**config.mk**
```make
export PLATFORM = sky130hd
export DESIGN_NAME = parameterized_crc_engine_core_flat
export DESIGN_NICKNAME = d
export VERILOG_FILES = /design/src/design/pcrc_pkg.sv /design/src/design/pcrc_in_if.sv /design/src/design/pcrc_out_if.sv /design/src/design/pcrc_cfg_regs.sv /design/src/design/pcrc_datapath.sv /design/src/design/parameterized_crc_engine_core.sv /design/src/flat_wrapper.sv
export SDC_FILE = /design/constraint.sdc
export NUM_CORES = 2
export LEC_CHECK = 0
export BUFFER_PORTS_ARGS = -buffer_cell sky130_fd_sc_hd__clkbuf_2
export CORE_ASPECT_RATIO = 1.75
export CORE_MARGIN = 1
export CORE_UTILIZATION = 53
export CTS_CLUSTER_DIAMETER = 200
export DETAILED_ROUTE_END_ITERATION = 10
export PLACE_DENSITY = 0.7
export RECOVER_POWER = 100
export SLEW_MARGIN = 20
export SYNTH_ARGS = -nofsm -noshare
export SYNTH_HDL_FRONTEND = slang
export SYNTH_SLANG_ARGS = --single-unit
```
**constraint.sdc**
```tcl
create_clock -name clk_i -period 9.88 [get_ports clk_i]
set_input_delay 0.988 -clock clk_i [delete_from_list [all_inputs] [get_ports clk_i]]
set_output_delay 0.988 -clock clk_i [all_outputs]
set_load 0.05 [all_outputs]
```
**src/design/pcrc_pkg.sv**
```systemverilog
// Package for the parameterized CRC engine: widths, reset values of the
// configuration registers, register and operation codes, control struct.
// No dependencies.
package pcrc_pkg;

  // Fixed field widths
  localparam int unsigned OP_W       = 2;
  localparam int unsigned BYTE_W     = 8;
  localparam int unsigned CRC_OUT_W  = 64;
  localparam int unsigned CFG_DATA_W = 64;
  localparam int unsigned CFG_ADDR_W = 6;
  localparam int unsigned REG_IDX_W  = 3;
  localparam int unsigned REG_SLOT_LSB = 3;   // 8-byte register slots
  localparam int unsigned WIDTH_REG_W  = 7;

  // Default largest CRC width
  localparam int unsigned DEF_MAX_WIDTH = 64;

  // Smallest supported CRC width
  localparam logic [WIDTH_REG_W-1:0] CRC_W_MIN = 7'd3;

  // Reset values (CRC-32, reflected)
  localparam logic [WIDTH_REG_W-1:0] RST_CRC_WIDTH = 7'd32;
  localparam logic [CFG_DATA_W-1:0]  RST_POLY      = 64'h0000_0000_04C1_1DB7;
  localparam logic [CFG_DATA_W-1:0]  RST_SEED      = 64'h0000_0000_FFFF_FFFF;
  localparam logic [CFG_DATA_W-1:0]  RST_XOR       = 64'h0000_0000_FFFF_FFFF;
  localparam logic                   RST_REF_IN    = 1'b1;
  localparam logic                   RST_REF_OUT   = 1'b1;

  // Register index codes
  typedef enum logic [REG_IDX_W-1:0] {
    REG_CRC_WIDTH  = 3'd0,
    REG_POLYNOMIAL = 3'd1,
    REG_SEED       = 3'd2,
    REG_FINAL_XOR  = 3'd3,
    REG_REFLECT_IN = 3'd4,
    REG_REFLECT_OUT = 3'd5
  } reg_idx_e;

  // Operation codes
  typedef enum logic [OP_W-1:0] {
    OP_ABSORB        = 2'd0,
    OP_ABSORB_FINISH = 2'd1,
    OP_FINISH        = 2'd2
  } op_e;

  // Control from the register block to the datapath
  typedef struct packed {
    logic ref_in;   // byte taken LSB first, register kept reflected
    logic ref_out;  // result reported reflected
    logic hold;     // configuration just changed, derived values settling
    logic reload;   // load the CRC register from the seed
  } ctrl_t;

endpackage

```
**src/design/pcrc_in_if.sv**
```systemverilog
// Input channel of the CRC engine: valid/ready plus operation and data byte.
// Depends on pcrc_pkg.
interface pcrc_in_if import pcrc_pkg::*; ();
  logic              valid;
  logic              ready;
  logic [OP_W-1:0]   operation;
  logic [BYTE_W-1:0] data_byte;

  modport source (output valid, output operation, output data_byte, input ready);
  modport sink   (input valid, input operation, input data_byte, output ready);
endinterface

```
**src/design/pcrc_out_if.sv**
```systemverilog
// Result channel of the CRC engine: valid/ready plus the finished CRC.
// Depends on pcrc_pkg.
interface pcrc_out_if import pcrc_pkg::*; ();
  logic                 valid;
  logic                 ready;
  logic [CRC_OUT_W-1:0] crc_value;

  modport source (output valid, output crc_value, input ready);
  modport sink   (input valid, input crc_value, output ready);
endinterface

```
**src/design/pcrc_cfg_regs.sv**
```systemverilog
// APB register block of the CRC engine. Holds the six configuration registers
// and registers the values the datapath derives from them. Depends on pcrc_pkg.
module pcrc_cfg_regs import pcrc_pkg::*; #(
  parameter int unsigned MAX_WIDTH = DEF_MAX_WIDTH,
  localparam int unsigned SW = $clog2(MAX_WIDTH)
) (
  input  logic                  clk_i,
  input  logic                  rst_ni,
  input  logic                  psel,
  input  logic                  penable,
  input  logic                  pwrite,
  input  logic [CFG_ADDR_W-1:0] paddr,
  input  logic [CFG_DATA_W-1:0] pwdata,
  output logic [CFG_DATA_W-1:0] prdata,
  output logic                  pready,
  output ctrl_t                 ctrl_o,
  output logic [MAX_WIDTH-1:0]  poly_o,
  output logic [MAX_WIDTH-1:0]  seed_o,
  output logic [MAX_WIDTH-1:0]  xmask_o,
  output logic [SW-1:0]         shamt_o
);

  localparam logic [WIDTH_REG_W-1:0] WMAX = WIDTH_REG_W'(MAX_WIDTH);

  logic [WIDTH_REG_W-1:0] width_q;
  logic [CFG_DATA_W-1:0]  poly_q, seed_q, xor_q;
  logic                   rin_q, rout_q;
  logic                   rl1_q, rl1_d, rl2_q;
  logic                   wr_en;
  reg_idx_e               idx;

  logic [WIDTH_REG_W-1:0] w_eff, s_full;
  logic [SW-1:0]          shamt_d, shamt_q;
  logic [MAX_WIDTH-1:0]   mask, pm, sm, pm_rev, sm_rev;
  logic [MAX_WIDTH-1:0]   poly_d, seed_d, xmask_d;
  logic [MAX_WIDTH-1:0]   poly_q2, seed_q2, xmask_q;

  assign pready = 1'b1;
  assign wr_en  = psel && penable && pwrite && pready;
  assign idx    = reg_idx_e'(paddr[CFG_ADDR_W-1:REG_SLOT_LSB]);

  // Register writes; a write to a known register reloads the CRC
  always_comb begin
    rl1_d = 1'b0;
    if (wr_en) begin
      unique case (idx)
        REG_CRC_WIDTH, REG_POLYNOMIAL, REG_SEED,
        REG_FINAL_XOR, REG_REFLECT_IN, REG_REFLECT_OUT: rl1_d = 1'b1;
        default: rl1_d = 1'b0;
      endcase
    end
  end

  always_ff @(posedge clk_i or negedge rst_ni) begin
    if (!rst_ni) begin
      width_q <= RST_CRC_WIDTH;
      poly_q  <= RST_POLY;
      seed_q  <= RST_SEED;
      xor_q   <= RST_XOR;
      rin_q   <= RST_REF_IN;
      rout_q  <= RST_REF_OUT;
    end else if (wr_en) begin
      unique case (idx)
        REG_CRC_WIDTH:   width_q <= pwdata[WIDTH_REG_W-1:0];
        REG_POLYNOMIAL:  poly_q  <= pwdata;
        REG_SEED:        seed_q  <= pwdata;
        REG_FINAL_XOR:   xor_q   <= pwdata;
        REG_REFLECT_IN:  rin_q   <= pwdata[0];
        REG_REFLECT_OUT: rout_q  <= pwdata[0];
        default: ;
      endcase
    end
  end

  // Readback
  always_comb begin
    unique case (idx)
      REG_CRC_WIDTH:   prdata = CFG_DATA_W'(width_q);
      REG_POLYNOMIAL:  prdata = poly_q;
      REG_SEED:        prdata = seed_q;
      REG_FINAL_XOR:   prdata = xor_q;
      REG_REFLECT_IN:  prdata = CFG_DATA_W'(rin_q);
      REG_REFLECT_OUT: prdata = CFG_DATA_W'(rout_q);
      default:         prdata = '0;
    endcase
  end

  // Effective width and distance from the top of the register
  always_comb begin
    if (width_q < CRC_W_MIN) begin
      w_eff = CRC_W_MIN;
    end else if (width_q > WMAX) begin
      w_eff = WMAX;
    end else begin
      w_eff = width_q;
    end
    s_full  = WMAX - w_eff;
    shamt_d = s_full[SW-1:0];
  end

  // Masked values and their reversal over the full register
  assign mask = {MAX_WIDTH{1'b1}} >> shamt_d;
  assign pm   = poly_q[MAX_WIDTH-1:0] & mask;
  assign sm   = seed_q[MAX_WIDTH-1:0] & mask;

  always_comb begin
    for (int i = 0; i < MAX_WIDTH; i++) begin
      pm_rev[i] = pm[MAX_WIDTH-1-i];
      sm_rev[i] = sm[MAX_WIDTH-1-i];
    end
  end

  // Reflected mode keeps the register low-aligned, normal mode top-aligned
  always_comb begin
    if (rin_q) begin
      poly_d = pm_rev >> shamt_d;
      seed_d = sm_rev >> shamt_d;
    end else begin
      poly_d = pm << shamt_d;
      seed_d = sm << shamt_d;
    end
    xmask_d = xor_q[MAX_WIDTH-1:0] & mask;
  end

  // Derived values follow the registers in the next cycle
  always_ff @(posedge clk_i) begin
    poly_q2 <= poly_d;
    seed_q2 <= seed_d;
    xmask_q <= xmask_d;
    shamt_q <= shamt_d;
  end

  // Reload sequence: settle derived values, then load the seed
  always_ff @(posedge clk_i or negedge rst_ni) begin
    if (!rst_ni) begin
      rl1_q <= 1'b1;
      rl2_q <= 1'b0;
    end else begin
      rl1_q <= rl1_d;
      rl2_q <= rl1_q;
    end
  end

  assign ctrl_o.ref_in  = rin_q;
  assign ctrl_o.ref_out = rout_q;
  assign ctrl_o.hold    = rl1_q;
  assign ctrl_o.reload  = rl2_q;
  assign poly_o  = poly_q2;
  assign seed_o  = seed_q2;
  assign xmask_o = xmask_q;
  assign shamt_o = shamt_q;

  // A seed load always comes in the cycle after the hold
  a_reload_after_hold: assert property (@(posedge clk_i) disable iff (!rst_ni)
    rl2_q |-> $past(rl1_q))
    else $error("reload without preceding hold");

endmodule

```
**src/design/pcrc_datapath.sv**
```systemverilog
// CRC datapath: input beat register, one byte of division per cycle unless
// stalled, finish, result register. Depends on pcrc_pkg, both interfaces.
module pcrc_datapath import pcrc_pkg::*; #(
  parameter int unsigned MAX_WIDTH = DEF_MAX_WIDTH,
  localparam int unsigned SW = $clog2(MAX_WIDTH)
) (
  input  logic                 clk_i,
  input  logic                 rst_ni,
  pcrc_in_if.sink              in_i,
  pcrc_out_if.source           out_o,
  input  ctrl_t                ctrl_i,
  input  logic [MAX_WIDTH-1:0] poly_i,
  input  logic [MAX_WIDTH-1:0] seed_i,
  input  logic [MAX_WIDTH-1:0] xmask_i,
  input  logic [SW-1:0]        shamt_i
);

  logic                 s1_valid_q;
  logic [OP_W-1:0]      s1_op_q;
  logic [BYTE_W-1:0]    s1_byte_q;
  logic                 s1_has_byte, s1_fin, s1_adv, out_free;
  logic [MAX_WIDTH-1:0] crc_q, crc_d;
  logic [MAX_WIDTH-1:0] absorbed, pre, pre_rev, turned, res;
  logic                 out_valid_q, out_valid_d;
  logic [CRC_OUT_W-1:0] out_crc_q;

  // Decode the buffered operation
  always_comb begin
    unique case (op_e'(s1_op_q))
      OP_ABSORB:        begin s1_has_byte = 1'b1; s1_fin = 1'b0; end
      OP_ABSORB_FINISH: begin s1_has_byte = 1'b1; s1_fin = 1'b1; end
      OP_FINISH:        begin s1_has_byte = 1'b0; s1_fin = 1'b1; end
      default:          begin s1_has_byte = 1'b0; s1_fin = 1'b0; end
    endcase
  end

  // Flow control: a beat leaves stage 1 unless its result cannot be stored
  assign out_free   = !out_valid_q || out_o.ready;
  assign s1_adv     = s1_valid_q && (!s1_fin || out_free);
  assign in_i.ready = (!s1_valid_q || s1_adv) && !ctrl_i.hold;

  // Input beat register
  always_ff @(posedge clk_i or negedge rst_ni) begin
    if (!rst_ni) begin
      s1_valid_q <= 1'b0;
    end else if (in_i.ready) begin
      s1_valid_q <= in_i.valid;
    end else if (s1_adv) begin
      s1_valid_q <= 1'b0;
    end
  end

  always_ff @(posedge clk_i) begin
    if (in_i.valid && in_i.ready) begin
      s1_op_q   <= in_i.operation;
      s1_byte_q <= in_i.data_byte;
    end
  end

  // Eight shift-XOR steps, one per message bit
  always_comb begin
    logic [MAX_WIDTH-1:0] r;
    logic                 fb;
    r = crc_q;
    for (int i = 0; i < BYTE_W; i++) begin
      if (ctrl_i.ref_in) begin
        fb = r[0] ^ s1_byte_q[i];
        r  = r >> 1;
      end else begin
        fb = r[MAX_WIDTH-1] ^ s1_byte_q[BYTE_W-1-i];
        r  = r << 1;
      end
      if (fb) begin
        r = r ^ poly_i;
      end
    end
    absorbed = r;
  end

  assign pre = s1_has_byte ? absorbed : crc_q;

  always_comb begin
    for (int i = 0; i < MAX_WIDTH; i++) begin
      pre_rev[i] = pre[MAX_WIDTH-1-i];
    end
  end

  // Finish: reflect if the modes differ, align to bit 0, apply final XOR
  assign turned = (ctrl_i.ref_in ^ ctrl_i.ref_out) ? pre_rev : pre;
  assign res    = (ctrl_i.ref_out ? turned : (turned >> shamt_i)) ^ xmask_i;

  // CRC register update
  always_comb begin
    priority if (ctrl_i.reload) begin
      crc_d = seed_i;
    end else if (s1_adv && s1_fin) begin
      crc_d = seed_i;
    end else if (s1_adv && s1_has_byte) begin
      crc_d = absorbed;
    end else begin
      crc_d = crc_q;
    end
  end

  always_ff @(posedge clk_i) begin
    crc_q <= crc_d;
  end

  // Result register
  always_comb begin
    if (s1_adv && s1_fin) begin
      out_valid_d = 1'b1;
    end else if (out_o.ready) begin
      out_valid_d = 1'b0;
    end else begin
      out_valid_d = out_valid_q;
    end
  end

  always_ff @(posedge clk_i or negedge rst_ni) begin
    if (!rst_ni) begin
      out_valid_q <= 1'b0;
    end else begin
      out_valid_q <= out_valid_d;
    end
  end

  always_ff @(posedge clk_i) begin
    if (s1_adv && s1_fin) begin
      out_crc_q <= CRC_OUT_W'(res);
    end
  end

  assign out_o.valid     = out_valid_q;
  assign out_o.crc_value = out_crc_q;

  // A stalled beat stays in stage 1
  a_s1_hold: assert property (@(posedge clk_i) disable iff (!rst_ni)
    s1_valid_q && !s1_adv |=> s1_valid_q)
    else $error("stage 1 beat lost while stalled");

  // A finishing beat that leaves stage 1 shows up as a result
  a_fin_to_out: assert property (@(posedge clk_i) disable iff (!rst_ni)
    s1_adv && s1_fin |=> out_o.valid)
    else $error("finish did not produce a result");

  // A full, untaken result register blocks a finishing beat
  a_no_overwrite: assert property (@(posedge clk_i) disable iff (!rst_ni)
    out_valid_q && !out_o.ready && s1_valid_q && s1_fin |-> !s1_adv)
    else $error("result overwritten before taken");

endmodule

```
**src/design/parameterized_crc_engine_core.sv**
```systemverilog
// A finishing beat passes the input beat register, then the result register.
// Throughput: one beat per cycle unless input is held off or a finish waits
// on an untaken result; the byte update is one pass of eight shift-XOR steps
// between the input register and the CRC register. Reset loads the CRC-32
// configuration; input is held off after reset and after each register write.
// Depends on pcrc_pkg, pcrc_in_if, pcrc_out_if, pcrc_cfg_regs, pcrc_datapath.
module parameterized_crc_engine_core import pcrc_pkg::*; #(
  parameter int unsigned MAX_WIDTH = DEF_MAX_WIDTH,
  localparam int unsigned SW = $clog2(MAX_WIDTH)
) (
  input  logic                  clk_i,
  input  logic                  rst_ni,
  pcrc_in_if.sink               in_i,
  pcrc_out_if.source            out_o,
  input  logic                  psel,
  input  logic                  penable,
  input  logic                  pwrite,
  input  logic [CFG_ADDR_W-1:0] paddr,
  input  logic [CFG_DATA_W-1:0] pwdata,
  output logic [CFG_DATA_W-1:0] prdata,
  output logic                  pready
);

  ctrl_t                ctrl;
  logic [MAX_WIDTH-1:0] poly, seed, xmask;
  logic [SW-1:0]        shamt;

  // Configuration registers and derived constants
  pcrc_cfg_regs #(.MAX_WIDTH(MAX_WIDTH)) u_cfg (
    .clk_i   (clk_i),
    .rst_ni  (rst_ni),
    .psel    (psel),
    .penable (penable),
    .pwrite  (pwrite),
    .paddr   (paddr),
    .pwdata  (pwdata),
    .prdata  (prdata),
    .pready  (pready),
    .ctrl_o  (ctrl),
    .poly_o  (poly),
    .seed_o  (seed),
    .xmask_o (xmask),
    .shamt_o (shamt)
  );

  // Byte pipeline
  pcrc_datapath #(.MAX_WIDTH(MAX_WIDTH)) u_dp (
    .clk_i   (clk_i),
    .rst_ni  (rst_ni),
    .in_i    (in_i),
    .out_o   (out_o),
    .ctrl_i  (ctrl),
    .poly_i  (poly),
    .seed_i  (seed),
    .xmask_i (xmask),
    .shamt_i (shamt)
  );

endmodule
```
**src/flat_wrapper.sv**
```systemverilog
// flat-port wrapper written by rule: the top's interface ports become plain ports
module parameterized_crc_engine_core_flat import pcrc_pkg::*;
#(
  parameter int unsigned MAX_WIDTH = DEF_MAX_WIDTH,
  localparam int unsigned SW = $clog2(MAX_WIDTH)
)
  (clk_i, rst_ni, psel, penable, pwrite, paddr, pwdata, prdata, pready, in_i_valid, in_i_operation, in_i_data_byte, in_i_ready, out_o_valid, out_o_crc_value, out_o_ready);
  pcrc_in_if in_i_i ();
  pcrc_out_if out_o_i ();
  input  logic clk_i;
  input  logic rst_ni;
  input  logic psel;
  input  logic penable;
  input  logic pwrite;
  input  logic [CFG_ADDR_W-1:0] paddr;
  input  logic [CFG_DATA_W-1:0] pwdata;
  output logic [CFG_DATA_W-1:0] prdata;
  output logic pready;
  input wire logic [$bits(in_i_i.valid)-1:0] in_i_valid;
  input wire logic [$bits(in_i_i.operation)-1:0] in_i_operation;
  input wire logic [$bits(in_i_i.data_byte)-1:0] in_i_data_byte;
  output wire logic [$bits(in_i_i.ready)-1:0] in_i_ready;
  output wire logic [$bits(out_o_i.valid)-1:0] out_o_valid;
  output wire logic [$bits(out_o_i.crc_value)-1:0] out_o_crc_value;
  input wire logic [$bits(out_o_i.ready)-1:0] out_o_ready;
  assign in_i_i.valid = in_i_valid;
  assign in_i_i.operation = in_i_operation;
  assign in_i_i.data_byte = in_i_data_byte;
  assign in_i_ready = in_i_i.ready;
  assign out_o_valid = out_o_i.valid;
  assign out_o_crc_value = out_o_i.crc_value;
  assign out_o_i.ready = out_o_ready;
  parameterized_crc_engine_core #(.MAX_WIDTH(MAX_WIDTH)) u_core (.clk_i(clk_i), .rst_ni(rst_ni), .in_i(in_i_i), .out_o(out_o_i), .psel(psel), .penable(penable), .pwrite(pwrite), .paddr(paddr), .pwdata(pwdata), .prdata(prdata), .pready(pready));
endmodule
```
==> impl_metrics.env, run 1 <==
export IMPL_status="aborted with a tool error"
export IMPL_haltStage="global routing"
export IMPL_firstError="[ERROR GRT-0116] Global routing finished with congestion. Check the congestion regions in the DRC Viewer."
export IMPL_async_flop_share_pct=37.89
export IMPL_grt_max_degree=162
export IMPL_die_height_um=451.8
export IMPL_io_pins=218
export IMPL_postCtsSetupRepairBufs=0
export IMPL_cts_hold_buf=0
export IMPL_synth_common_cells="nand2_1 (989), nor2_1 (791), o21ai_0 (560), clkbuf_1 (540), a21oi_1 (496)"
export IMPL_synth_area_leaders="mux2i_1 (7.0%), edfxtp_1 (6.8%), dfxtp_1 (6.5%), mux2_2 (6.4%), nand2_1 (6.1%)"
export IMPL_synth_top_cell_area_share_pct=6.990
export IMPL_htree_levels=2
export IMPL_dp_hpwl_um=282500
export IMPL_synth_enable_flop_cells=138
export IMPL_cts_root_buf="clkbuf_16"
export IMPL_grt_pass1_wl_um=604600
export IMPL_synth_warning_count=0
export IMPL_cts_buffer_depth=3
export IMPL_rows=164
export IMPL_cts_sinks=541
export IMPL_synth_ff_type="dfxtp_1"
export IMPL_ys_ff_latch=541
export IMPL_yosysMostFrequentCell="nand2_1"
export IMPL_initial_utilization_pct=53.62
export IMPL_overflow=140
export IMPL_yosysTopAreaCell="mux2i_1"
export IMPL_portBuffers=213
export IMPL_postSynthCellCount=8139
export IMPL_ys_seq_area_share_pct=21.77
export IMPL_syn_nets=8232
export IMPL_cts_buffers=49
export IMPL_track_usage_pct=70.94
export IMPL_syn_avg_cell_area_um2=7.530
export IMPL_grt_pass1_vias=75870
export IMPL_gp_congestion=1.205
export IMPL_cts_resized=0
export IMPL_die_w_um=259.1
export IMPL_synth_area_um2=61290
export IMPL_place_area_um2=67230
export IMPL_synth_distinct_cells=121
metal layers:
layer	GRT usage (%)	GRT overflow
met5	5.887	0
met4	78.87	65
met3	44.41	0
met2	92.43	75
met1	72.00	0
logic make-up after synthesis:
logic type	synth area share (%)
AOI/OAI and AO/OA	28.23
xor gates and xnor gates	7.785
adders and majority gates	0.1225
buffers and inverters	5.690
DFF	21.77
muxes	15.56
other	0.006119
and+or+nand+nor	20.84
through the flow:
stage	worst slack (ns)	cells	hold slack, ns
4_1_cts	0.2632	9891	0.4124
3_3_place_gp	0.5895	9799	0.3999
3_5_place_dp	0.3136	9799	0.4033
2_1_floorplan	2.323	8139	0.3883
==> run 2: changes to the inputs <==
--- a/config.mk
+++ b/config.mk
@@ -6,12 +6,10 @@
 export NUM_CORES = 2
 export LEC_CHECK = 0
 export BUFFER_PORTS_ARGS = -buffer_cell sky130_fd_sc_hd__clkbuf_2
-export CORE_ASPECT_RATIO = 1.75
 export CORE_MARGIN = 1
-export CORE_UTILIZATION = 53
-export CTS_CLUSTER_DIAMETER = 200
+export CORE_UTILIZATION = 38
 export DETAILED_ROUTE_END_ITERATION = 10
-export PLACE_DENSITY = 0.7
+export PLACE_DENSITY_LB_ADDON = 0.15
 export RECOVER_POWER = 100
 export SLEW_MARGIN = 20
 export SYNTH_ARGS = -nofsm -noshare
==> run 2 against run 1 <==
  * The flow now finishes, with violations (max-capacitance violations, max-slew violations)
  * Synthesized area unchanged
  * Synthesized cell count unchanged
==> impl_metrics.env, run 2 <==
export IMPL_async_flop_share_pct=37.89
export IMPL_dp_hpwl_um=300700
export IMPL_startpoint_type="flip-flop"
export IMPL_io_pins=218
export IMPL_cts_tree="done"
export IMPL_vias_per_cell=6.831
export IMPL_max_stage_delay_ns=0.93
export IMPL_synth_area_um2=61290
export IMPL_cp_buffers_inverters=5
export IMPL_fmax_mhz=101.7
export IMPL_synth_distinct_cells=121
export IMPL_track_usage_pct=46.10
export IMPL_grt_pass1_wl_um=534200
export IMPL_fin_crit_ns=9.836
export IMPL_clk_pin_slew_ns=0.07
export IMPL_arrival_ns=10.33
export IMPL_finalClockSkew_ns=0.1063
export IMPL_antenna_left=0
export IMPL_remaining_drc_errors=0
export IMPL_final_common_cell="nand2_1"
export IMPL_worstHoldPathType="in2reg"
export IMPL_die_height_um=403.6
export IMPL_cts_resized=0
export IMPL_fin_hold_ws_ns=0.4310
export IMPL_via_count=72690
export IMPL_violations="max-capacitance violations, max-slew violations"
export IMPL_dp_cells=10500
export IMPL_synth_ff_type="dfxtp_1"
export IMPL_firstDrtPassIters=9
export IMPL_max_slew_margin_pct=-328.4
export IMPL_path_max_fanout=14
export IMPL_coreArea_um2=160400
export IMPL_stdcell_count=10640
export IMPL_cp_common_cell="xnor2_1"
export IMPL_rows=147
export IMPL_cts_buffers=58
export IMPL_rsz0062_at_grt="false"
export IMPL_routedWlPerCell_um=36.81
export IMPL_cpMaxStageDelayCell="xnor2_1"
export IMPL_fin_setup_tns_ns=0
export IMPL_endpoint_kind="flip-flop"
export IMPL_layout_drive_gt1_share_pct=18.10
export IMPL_num_fill_cells=16640
export IMPL_period_share_pct=99.56
export IMPL_cts_sinks=541
export IMPL_htree_levels=2
export IMPL_synth_area_leaders="mux2i_1 (7.0%), edfxtp_1 (6.8%), dfxtp_1 (6.5%), mux2_2 (6.4%), nand2_1 (6.1%)"
export IMPL_path_delay_family="XOR/XNOR gates"
export IMPL_cts_buffer_depth=3
export IMPL_crit_required_ns=10.37
export IMPL_status="finished with violations"
export IMPL_yosysTopAreaCell="mux2i_1"
export IMPL_worstMarginPinSlew_ns=6.426
export IMPL_grt_max_degree=146
export IMPL_synth_enable_flop_cells=138
export IMPL_ys_ff_latch=541
export IMPL_drv_slew=843
export IMPL_drtIter0Drc=10750
export IMPL_ys_seq_area_share_pct=21.77
export IMPL_antenna_found_initial=37
export IMPL_gp_congestion=1.115
export IMPL_critPathKind="reg2reg"
export IMPL_synth_top_cell_area_share_pct=6.990
export IMPL_syn_avg_cell_area_um2=7.530
export IMPL_synth_common_cells="nand2_1 (989), nor2_1 (791), o21ai_0 (560), clkbuf_1 (540), a21oi_1 (496)"
export IMPL_initial_utilization_pct=38.21
export IMPL_wl_um=391700
export IMPL_syn_to_final_growth_pct=14.34
export IMPL_portBuffers=213
export IMPL_overflow=0
export IMPL_hold_viol=0
export IMPL_postSynthCellCount=8139
export IMPL_drv_cap=19
export IMPL_layout_nets=8490
export IMPL_clock_latency_ns=0.73
export IMPL_cts_root_buf="clkbuf_16"
export IMPL_postCtsSetupRepairBufs=0
export IMPL_cts_hold_buf=0
export IMPL_die_w_um=403.6
export IMPL_die_area_um2=162900
export IMPL_setup_viol_count_final=0
export IMPL_synth_warning_count=0
export IMPL_syn_nets=8232
export IMPL_final_cell_mix="nand2_1 (988), nor2_1 (778), buf_4 (650)"
export IMPL_yosysMostFrequentCell="nand2_1"
export IMPL_grt_pass1_vias=66810
## run 2: routing by layer
layer	track usage (%)	routed length, um
met1	55.01	143400
met2	68.64	163900
met3	11.88	42840
met4	40.16	41400
met5	0	195
## run 2: cells by family (layout without fill, tap and decap cells)
family	count (synthesis)	in the layout	share of synthesized area [%]
AOI/OAI and AO/OA	2530	2530	28.23
xor gates and xnor gates	509	509	7.785
adders and majority gates	6	6	0.1225
buffers and inverters	888	1196	5.690
DFF	541	541	21.77
muxes	837	837	15.56
other	1	35	0.006119
and+or+nand+nor	2827	2827	20.84
## run 2: final timing paths
kind,start,slack [ns],depth (start not counted),end
max,u_core.u_dp.crc_q[1],0.04,28,u_core.u_dp.out_o.crc_value[8]
min,in_i_operation[0],0.43,1,u_core.u_dp.s1_op_q[0]
max reg2reg,u_core.u_dp.crc_q[1],0.04,28,u_core.u_dp.out_o.crc_value[8]
min reg2reg,u_core.u_cfg.xor_q[0],0.45,0,u_core.u_cfg.xmask_o[0]
max in group asynchronous,rst_ni,1.85,3,u_core.u_cfg.seed_q[60]
min in group asynchronous,rst_ni,2.68,1,u_core.u_cfg.width_q[1]
## run 2: metrics by stage
| step | cell area (um2) | util, % | worst slack (ns) |
|---|---|---|---|
| after floorplan | 61290 | - | 2.323 |
| after global placement | 68340 | 42.61 | 0.2392 |
| after detailed placement | 68360 | 42.62 | 0.4248 |
| after CTS | 70400 | 43.90 | 0.4139 |
| after global routing | 70030 | 43.67 | 0.01276 |
| final | 70070 | 43.69 | 0.04366 |
## run 2: worst register-to-register path, delay by kind of cell, from the launching register on
kind	cells	cell delay (ns)
compound gates	8	2.50
xor+xnor	7	2.95
buf+inv	5	1.01
flops	1	0.71
mux	3	1.11
simple gates	5	1.38
## run 2: layout make-up
class                      count  area [um2]  area share (%)
multi-input combinational   6710       44830           63.98
timing repair buffer         961        6571           9.378
antenna                       34       85.08          0.1214
tap                         2160        2703           3.857
clock buffer                  77        1658           2.366
sequential                   541       13350           19.05
clock inverter                33       386.6          0.5517
inverter                     125       486.7          0.6946
Power of run 2 is not shown: default switching activity piles up to over one toggle a cycle in this logic, so the estimate is an artifact.
